File: config.mk
export PLATFORM = sky130hd
export DESIGN_NAME = button_auto_repeat_core
export DESIGN_NICKNAME = d
export VERILOG_FILES = /design/src/hw/rtl/bar_pkg.sv /design/src/hw/rtl/button_auto_repeat_core.sv
export SDC_FILE = /design/constraint.sdc
export NUM_CORES = 1
export LEC_CHECK = 0
export BUFFER_PORTS_ARGS = -buffer_cell sky130_fd_sc_hd__buf_2
export CORE_MARGIN = 2
export CORE_UTILIZATION = 60
export CTS_BUF_LIST = sky130_fd_sc_hd__clkbuf_8
export CTS_CLUSTER_DIAMETER = 60
export DETAILED_ROUTE_END_ITERATION = 12
export PLACE_DENSITY = 0.77
export SLEW_MARGIN = 10
export SYNTH_ARGS = -nofsm -noshare
export SYNTH_HDL_FRONTEND = slang
export SYNTH_SLANG_ARGS = --single-unit
File: constraint.sdc
create_clock -name clk -period 3.5 [get_ports clk]
set_clock_uncertainty 0.1 [all_clocks]
set_input_delay 0.35 -clock clk [delete_from_list [all_inputs] [get_ports clk]]
set_output_delay 0.35 -clock clk [all_outputs]
set_load 0.02 [all_outputs]
File: src/hw/rtl/bar_pkg.sv
package bar_pkg;

    localparam int FIELD_W            = 16;
    localparam int BUTTONS_DEFAULT    = 16;
    localparam int COUNT_BITS_DEFAULT = 10;
    localparam int CFG_INDEX_W        = 2;
    localparam int DELAY_W            = 8;

    localparam logic [DELAY_W-1:0] DELAY_RESET = 8'd30;
    localparam logic [DELAY_W-1:0] FAST_RESET  = 8'h20;

    typedef enum logic [CFG_INDEX_W-1:0] {
        CFG_REPEAT_DELAY = 2'd0,
        CFG_FAST_AFTER   = 2'd1,
        CFG_REPEAT_MASK  = 2'd2,
        CFG_ONCE_MASK    = 2'd3
    } cfg_index_t;

endpackage

File: src/hw/rtl/button_auto_repeat_core.sv
// Button auto-repeat: one held-button mask in, one press-event mask out per
// transfer. The block sustains one item per clock while out_ready is high: an item
// passes through the input register, where every button's hold counter is
// compared and stepped in parallel, and then sits in the output register until
// taken. in_ready drops only while both registers are full and the output is
// stalled. Configuration writes are taken every cycle and must be issued only
// while no item is in flight.
module button_auto_repeat_core #(
    parameter int BUTTONS    = bar_pkg::BUTTONS_DEFAULT,
    parameter int COUNT_BITS = bar_pkg::COUNT_BITS_DEFAULT
) (
    input  logic                              clk,
    input  logic                              rst_n,

    input  logic                              in_valid,
    output logic                              in_ready,
    input  logic [bar_pkg::FIELD_W-1:0]       held_buttons,

    output logic                              out_valid,
    input  logic                              out_ready,
    output logic [bar_pkg::FIELD_W-1:0]       button_events,

    input  logic                              cfg_valid,
    output logic                              cfg_ready,
    input  logic [bar_pkg::CFG_INDEX_W-1:0]   cfg_index,
    input  logic [bar_pkg::FIELD_W-1:0]       cfg_data
);
    import bar_pkg::*;

    localparam logic [COUNT_BITS-1:0] COUNT_TOP     = {COUNT_BITS{1'b1}};
    localparam logic [COUNT_BITS-1:0] COUNT_TOP_M1  = {{(COUNT_BITS-1){1'b1}}, 1'b0};

    logic [DELAY_W-1:0]    repeat_delay_reg;
    logic [DELAY_W-1:0]    fast_after_reg;
    logic [BUTTONS-1:0]    repeat_mask_reg;
    logic [BUTTONS-1:0]    once_mask_reg;

    logic                  stage_valid_reg;
    logic [BUTTONS-1:0]    held_reg;
    logic                  out_valid_reg;
    logic [FIELD_W-1:0]    events_reg;
    logic [FIELD_W-1:0]    events_next;

    logic [COUNT_BITS-1:0] hold_count_reg [BUTTONS];
    logic [COUNT_BITS-1:0] hold_count_next [BUTTONS];
    logic [BUTTONS-1:0]    prev_held_reg;
    logic [BUTTONS-1:0]    repeat_fire;
    logic [BUTTONS-1:0]    once_fire;

    logic                  out_free;
    logic                  stage_fire;
    logic [COUNT_BITS-1:0] delay_ext;
    logic [COUNT_BITS-1:0] fast_ext;

    assign out_free   = !out_valid_reg || out_ready;
    assign stage_fire = stage_valid_reg && out_free;
    assign in_ready   = !stage_valid_reg || out_free;
    assign out_valid  = out_valid_reg;
    assign button_events = events_reg;
    assign cfg_ready  = 1'b1;

    assign delay_ext = COUNT_BITS'(repeat_delay_reg);
    assign fast_ext  = COUNT_BITS'(fast_after_reg);

    // per-button hold counter and repeat decision
    for (genvar b = 0; b < BUTTONS; b++)
    begin : g_btn
        logic [COUNT_BITS-1:0] cnt;
        logic [COUNT_BITS-1:0] rel;
        logic                  active;
        logic                  due;

        assign cnt    = hold_count_reg[b];
        assign active = repeat_mask_reg[b] && held_reg[b];
        assign rel    = cnt - delay_ext;
        assign due    = (cnt == '0)
                     || ((cnt >= delay_ext)
                         && (((rel > fast_ext) && !rel[0]) || (rel[1:0] == 2'b00)));
        assign repeat_fire[b] = active && due;

        always_comb
        begin
            if (!active)
            begin
                hold_count_next[b] = '0;
            end
            else if (cnt == COUNT_TOP)
            begin
                hold_count_next[b] = COUNT_TOP_M1;
            end
            else
            begin
                hold_count_next[b] = cnt + 1'b1;
            end
        end
    end

    assign once_fire   = held_reg & ~prev_held_reg & once_mask_reg;
    assign events_next = FIELD_W'(repeat_fire | once_fire);

    // configuration registers
    always_ff @(posedge clk or negedge rst_n)
    begin
        if (!rst_n)
        begin
            repeat_delay_reg <= DELAY_RESET;
            fast_after_reg   <= FAST_RESET;
            repeat_mask_reg  <= '0;
            once_mask_reg    <= '0;
        end
        else if (cfg_valid && cfg_ready)
        begin
            case (cfg_index_t'(cfg_index))
                CFG_REPEAT_DELAY: repeat_delay_reg <= cfg_data[DELAY_W-1:0];
                CFG_FAST_AFTER:   fast_after_reg   <= cfg_data[DELAY_W-1:0];
                CFG_REPEAT_MASK:  repeat_mask_reg  <= cfg_data[BUTTONS-1:0];
                CFG_ONCE_MASK:    once_mask_reg    <= cfg_data[BUTTONS-1:0];
                default:          ;
            endcase
        end
    end

    // input stage
    always_ff @(posedge clk or negedge rst_n)
    begin
        if (!rst_n)
        begin
            stage_valid_reg <= 1'b0;
        end
        else if (in_ready)
        begin
            stage_valid_reg <= in_valid;
        end
    end

    always_ff @(posedge clk)
    begin
        if (in_valid && in_ready)
        begin
            held_reg <= held_buttons[BUTTONS-1:0];
        end
    end

    // button state, stepped once per item
    always_ff @(posedge clk or negedge rst_n)
    begin
        if (!rst_n)
        begin
            prev_held_reg <= '0;
            for (int i = 0; i < BUTTONS; i++)
            begin
                hold_count_reg[i] <= '0;
            end
        end
        else if (stage_fire)
        begin
            prev_held_reg <= held_reg;
            for (int i = 0; i < BUTTONS; i++)
            begin
                hold_count_reg[i] <= hold_count_next[i];
            end
        end
    end

    // output register
    always_ff @(posedge clk or negedge rst_n)
    begin
        if (!rst_n)
        begin
            out_valid_reg <= 1'b0;
        end
        else if (out_free)
        begin
            out_valid_reg <= stage_valid_reg;
        end
    end

    always_ff @(posedge clk)
    begin
        if (stage_fire)
        begin
            events_reg <= events_next;
        end
    end

endmodule

==> results.json, run 1 <==
{
  "r2r_end": "button_events[13]$_DFFE_PP_",
  "path_max_fanout": 12,
  "peakVddDrop_mv": 0.361,
  "grt_pass1_wl_mm": 98.9,
  "cp_cell_sequence": "inv_1, buf_12, ha_1, a21oi_2, a21oi_1, nand2b_1, a21o_1, a21oi_2, xnor2_1, ha_1, a211oi_2, nand2_1, o21ai_2, a31o_1, a21oi_1",
  "ys_warn_count": 0,
  "grt_pass1_vias": 19900,
  "slew_viol_final": 0,
  "end_kind": "register",
  "num_antenna_cells": 0,
  "die_area_um2": 38500,
  "p_clk_share_pct": 25.0,
  "synthAdderAreaFrac_pct": 18.6,
  "worstPathRequired_ns": 3.79,
  "async_flop_share_pct": 87.6,
  "synth_top_family_by_area": "compound AO/OA/AOI/OAI gates",
  "cts_tree": "done",
  "grt_setup_unrepaired": "yes",
  "p_leak_uw": 0.0113,
  "fin_crit_sh_pct": 98.3,
  "setup_viol_count_final": 0,
  "ant_nets": 0,
  "gp_congestion": 0.931,
  "layout.nets": 3106,
  "slowest_stage": "dfstp_2",
  "cts_buffer_depth": 3,
  "slew_headroom_pct": 29.8,
  "track_usage_pct": 31.4,
  "drt-vias-per-instance": 6.35,
  "yosys.area_share.xor_xnor_pct": 4.55,
  "maxCapViolCount": 0,
  "grt_overflow": 0,
  "muxShareOfSynthArea_pct": 2.09,
  "hold_depth": 4,
  "critical_path_class": "reg -> reg",
  "worst-path-buf-inv": 2,
  "clock-sinks": 258,
  "switching_share_pct": 39.9,
  "synthDistinctLibCells": 55,
  "fp.dieW_um": 196,
  "synth_cells": 2593,
  "status": "finished, final reports clean",
  "io_pins": 58,
  "numCtsBuffers": 49,
  "place_ws_ns": -0.0477,
  "syn_area_um2": 22100,
  "num_rows": 70,
  "io_buffers": 56,
  "wire_per_inst_um": 18.8,
  "cp_top_family": "compound AO/OA/AOI/OAI gates",
  "avgSynthCellArea_um2": 8.54,
  "hold_end": "repeat_delay_reg[4]$_DFFE_PN1P_",
  "drt_iter0_markers": 1694,
  "core_area_um2": 36400,
  "min_period_ns": 3.44,
  "ys_seq_area_share_pct": 29.9,
  "area_growth_pct": 14.0,
  "r2r_start": "repeat_delay_reg[2]$_DFFE_PN1P_",
  "start_util_pct": 60.8,
  "ys_ff_latch": 258,
  "grt_max_degree": 97,
  "reg2reg_depth": 15,
  "dp_hpwl_mm": 41.6,
  "cts-htree-levels": 2,
  "p_per_area_nw_per_um2": 475,
  "clk_pin_slew_ns": 0.07,
  "yosys.area_share.simple_pct": 16.0,
  "clk_latency_ns": 0.65,
  "ff2ff_setup_slack_ns": 0.06,
  "tightest_slew_ns": 1.05,
  "crit_arrival_ns": 3.74,
  "comb_power_share_pct": 45.8,
  "synth-compound-area-share_pct": 24.4,
  "max_freq_mhz": 291,
  "p_switching_uw": 4780,
  "p_int_uw": 7210,
  "firstDrtPassIters": 8,
  "root_buffer": "clkbuf_8",
  "setup_slack_ns": 0.0579,
  "synth_edf_count": 32,
  "drc": 0,
  "layout-drive-gt1-share_pct": 13.5,
  "wl_mm": 61.2,
  "dp_cells": 3116,
  "final_cells": 3256,
  "seqPwrFrac_pct": 29.2,
  "max_stage_delay_ns": 0.51,
  "antenna_found_initial": 0,
  "final_hold_viol_count": 0,
  "holdCritStartpoint": "cfg_index[1]",
  "hp-class": "in -> reg",
  "die_y_um": 196,
  "vias": 20700,
  "largest_reg_flops": 160,
  "start_kind": "register",
  "synth_ff_type": "dfrtp_1",
  "synth.net_count": 2952
}
synth_stat cells (all sizes together) (41+ instances only):
cell | instances | area share [%]
a31oi | 58 | 1.6
a21oi | 290 | 6.6
o21ai | 271 | 6.1
mux2 | 41 | 2.1
and3 | 104 | 3.1
dfrtp | 221 | 25
nand2 | 251 | 4.3
nor3 | 52 | 1.2
nor2 | 114 | 1.9
inv | 172 | 2.9
xnor2 | 78 | 3.1
a211oi | 45 | 1.9
nand3 | 92 | 2.3
ha | 304 | 17
a22o | 45 | 1.8
placed cells by master, fill, tap and decap left out, types with 21 or more instances in the layout:
master | netlist | final
ha_1 | 304 | 291
a21oi_1 | 290 | 270
nand2_1 | 250 | 249
dfrtp_1 | 221 | 220
o21ai_0 | 213 | 200
inv_1 | 171 | 186
nor2_1 | 114 | 113
and3_1 | 98 | 98
nand3_1 | 84 | 84
xnor2_1 | 78 | 78
buf_4 | 2 | 72
o21ai_1 | 58 | 62
clkbuf_8 | 0 | 55
buf_2 | 33 | 55
a31oi_1 | 58 | 53
nor3_1 | 52 | 51
a22o_1 | 45 | 45
mux2_2 | 41 | 41
o22ai_1 | 40 | 40
xor2_1 | 37 | 37
nor2b_1 | 37 | 37
dlygate4sd3_1 | 0 | 36
edfxtp_1 | 32 | 32
a211oi_2 | 16 | 30
a21o_1 | 21 | 21
power by group through the flow:
stage               logic (uW)  clock network, uW  registers [uW]
floorplan                 3540                  0            3530
global placement          4810                  0            3530
detailed placement        5020                  0            3540
CTS                       5120               3070            3490
global route              6130               3200            3530
finish                    5490               3000            3500
how the worst max path moves through the flow:
stage	start	endpoint	slack (ns)	cells past startpoint
6_report	repeat_delay_reg[2]$_DFFE_PN1P_	button_events[13]$_DFFE_PP_	0.06	15
5_1_grt	repeat_delay_reg[1]$_DFFE_PN1P_	button_events[5]$_DFFE_PP_	-0.10	15
4_1_cts	repeat_delay_reg[1]$_DFFE_PN1P_	button_events[2]$_DFFE_PP_	0.004	13
3_5_place_dp	repeat_delay_reg[2]$_DFFE_PN1P_	button_events[13]$_DFFE_PP_	-0.05	15
3_3_place_gp	repeat_delay_reg[2]$_DFFE_PN1P_	button_events[13]$_DFFE_PP_	-0.03	15
2_1_floorplan	repeat_delay_reg[1]$_DFFE_PN1P_	button_events[8]$_DFFE_PP_	-0.22	14
worst min-delay path, stage by stage:
cell and delay (ns):
buf_2 0.12, nor3b_2 0.13, nand2_1 0.10, o21ai_0 0.07
per-layer routing:
layer / vias up / track usage, % / wire [um] / share of wire [%]
met5: - / 0 / 0 / 0
met4: 0 / 11.8 / 2050 / 3.4
met1: 9872 / 43.0 / 27100 / 44
met3: 164 / 4.57 / 4200 / 6.9
met2: 775 / 50.6 / 27800 / 45
li1: 9859 / - / - / -
repair_timing:
item,CTS,global route
buffers inserted,1,11
pin swaps,2,19
hold endpoints to repair,156,0
gates resized for setup,10,81
setup endpoints to repair,6,16
hold buffers,36,0
logic make-up (layout without fill, tap and decap cells):
| group | Yosys count | count (layout) |
|---|---|---|
| adders and majority gates | 320 | 320 |
| other | 1 | 1 |
| AOI/OAI and AO/OA | 895 | 895 |
| muxes | 41 | 41 |
| buffers and inverters | 246 | 441 |
| xor gates and xnor gates | 115 | 115 |
| DFF | 258 | 258 |
| and+or+nand+nor | 717 | 717 |
area by class of cell:
cell class	count	area [um2]
timing repair buffer	177	1440
multi-input combinational	2089	14900
fill	2825	11200
sequential	258	6620
clock buffer	55	757
tap	468	586
clock inverter	37	229
inverter	172	654
metrics by stage:
| step | total power [uW] | utilization, % | TNS, ns | instance area [um2] | hold slack [ns] |
|---|---|---|---|---|---|
| floorplan | 7070 | - | -2.95 | 22100 | -0.0456 |
| global placement | 8340 | 64.2 | -0.0306 | 23400 | 0.354 |
| detailed placement | 8560 | 64.2 | -0.110 | 23400 | 0.360 |
| CTS | 11700 | 68.0 | 0 | 24800 | 0.00113 |
| global route | 12900 | 69.3 | -0.607 | 25200 | 0.0697 |
| finish | 12000 | 69.3 | 0 | 25200 | 0.0408 |
(Power assumes the default switching activity.)
==> run 2, diff against run 1 <==
Settings changed: GPL_TIMING_DRIVEN set to 0.
==> run 2 against run 1 <==
  * Critical path type unchanged
  * Via count increased by 3.0%
  * Routed wire length increased by 11%
  * The run now ends with setup timing left
  * Critical path depth is the same
  * Flip-flop and latch count unchanged
  * Design area rose by 2.6%
  * Final cell count is 1.3% higher
==> results.json, run 2 (synthesized netlist as in run 1, its figures left out) <==
{
  "violations": "setup timing",
  "end_kind": "register",
  "setup_slack_ns": -0.0588,
  "numCtsBuffers": 49,
  "mostFrequentLayoutCells": "ha_1, nand2_1, a21oi_1, dfrtp_1, o21ai_0",
  "start_util_pct": 60.8,
  "tightest_slew_ns": 1.20,
  "vias": 21300,
  "wire_per_inst_um": 20.5,
  "clock-sinks": 258,
  "grt_setup_unrepaired": "yes",
  "min_period_ns": 3.56,
  "clk_latency_ns": 0.66,
  "power.total_uw": 12600,
  "hp-class": "in -> reg",
  "layout.nets": 3149,
  "root_buffer": "clkbuf_8",
  "start_kind": "register",
  "layout_commonest_cell": "ha_1",
  "cts_buffer_depth": 3,
  "slew_headroom_pct": 19.7,
  "hold_depth": 4,
  "wl_mm": 67.8,
  "gp_congestion": 0.932,
  "reg2reg_depth": 15,
  "cts-htree-levels": 2,
  "track_usage_pct": 34.4,
  "p_leak_uw": 0.0114,
  "num_antenna_cells": 0,
  "path_max_fanout": 14,
  "final_hold_viol_count": 0,
  "max_freq_mhz": 281,
  "die_area_um2": 38500,
  "multi_input_area_um2": 15400,
  "setup_viol_count_final": 5,
  "io_buffers": 56,
  "cts_tree": "done",
  "firstDrtPassIters": 8,
  "fin_crit_sh_pct": 102,
  "p_per_area_nw_per_um2": 488,
  "fp.dieW_um": 196,
  "status": "finished with violations",
  "final_util_pct": 71.1,
  "peakVddDrop_mv": 0.317,
  "drt_iter0_markers": 1502,
  "core_area_um2": 36400,
  "grt_max_degree": 84,
  "seqCellArea_um2": 6620,
  "worstPathRequired_ns": 3.77,
  "drc": 0,
  "dp_hpwl_mm": 43.3,
  "crit_arrival_ns": 3.83,
  "grt_overflow": 0,
  "critical_path_class": "reg -> reg",
  "area_growth_pct": 17.0,
  "nFillCells": 2765,
  "slew_viol_final": 0,
  "io_pins": 58,
  "ant_nets": 0,
  "maxCapViolCount": 0,
  "grt_pass1_vias": 20500,
  "layout-drive-gt1-share_pct": 16.1,
  "grt_pass1_wl_mm": 105,
  "die_y_um": 196,
  "clk_pin_slew_ns": 0.06,
  "drt-vias-per-instance": 6.46,
  "antenna_found_initial": 1,
  "largest_reg_flops": 160,
  "num_rows": 70
}
-- run 2: cell type report --
type / instances / share of cell area [%]
Clock inverter: 29 / 0.889
Tap cell: 468 / 2.26
Sequential cell: 258 / 25.6
Timing Repair inverter: 1 / 0.0290
Multi-Input combinational cell: 2089 / 59.3
Clock buffer: 63 / 3.35
Buffer: 74 / 1.26
Inverter: 172 / 2.59
Timing Repair Buffer: 145 / 4.70
-- run 2: power breakdown --
| part | switching, uW | leakage [uW] | internal (uW) |
|---|---|---|---|
| combinational | 3390 | 0.00752 | 2400 |
| clock | 1420 | 0.000608 | 1910 |
| sequential | 226 | 0.00331 | 3290 |
-- run 2: stage by stage --
step                      worst slack [ns]  setup TNS [ns]  hold slack, ns  area [um2]  instances
after CTS                         -0.00845         -0.0201         0.00342       25100       3274
final                              -0.0588          -0.138          0.0538       25900       3299
after global routing                -0.195           -1.55          0.0790       25900       3299
after detailed placement             -1.18          -17.08           0.257       23100       3120
after floorplan                     -0.217           -2.95         -0.0456       22100       2593
after global placement               -2.17         -493.09           0.357       23000       3117
-- run 2: final timing paths --
check | slack (ns) | to | startpoint
max in group asynchronous | 2.28 | once_mask_reg[9]$_DFFE_PN0P_ | rst_n
worst min register to register | 0.38 | prev_held_reg[9]$_DFFE_PN0P_ | prev_held_reg[9]$_DFFE_PN0P_
worst max-delay path | -0.06 | button_events[9]$_DFFE_PP_ | repeat_delay_reg[1]$_DFFE_PN1P_
worst min-delay path | 0.05 | repeat_delay_reg[2]$_DFFE_PN1P_ | cfg_index[0]
worst max register to register | -0.06 | button_events[9]$_DFFE_PP_ | repeat_delay_reg[1]$_DFFE_PN1P_
min in group asynchronous | 0.17 | g_btn[5].cnt[1]$_DFFE_PN0P_ | rst_n
-- run 2: critical path, stage by stage, from the launching register on --
cell and delay (ns):
dfstp_2 0.61, clkinvlp_4 0.13, buf_12 0.18, ha_1 0.30
nand2_2 0.06, o21ai_2 0.22, a31oi_2 0.16, o21bai_1 0.19
a21oi_2 0.08, xnor2_1 0.14, ha_1 0.32, a211oi_2 0.22
nand2_1 0.10, o21ai_2 0.17, a31o_1 0.21, a21oi_2 0.09
-- run 2: what timing repair did --
action,4_1_cts,5_1_grt
gates resized for setup,63,135
endpoints found under the setup margin,16,16
pin swaps,6,51
hold endpoints to repair,135,0
setup buffers,22,25
hold buffers,39,0
gates cloned,1,0
-- run 2: metal layers --
metal  vias up  track usage [%]  part of all wire (%)  wire (um)
met5         -                0                     0          0
met4         0             17.8                   5.5       3750
met3       245             7.15                   8.3       5650
met2       927             54.9                    45      30700
met1     10200             44.3                    41      27700
li1       9954                -                     -          -
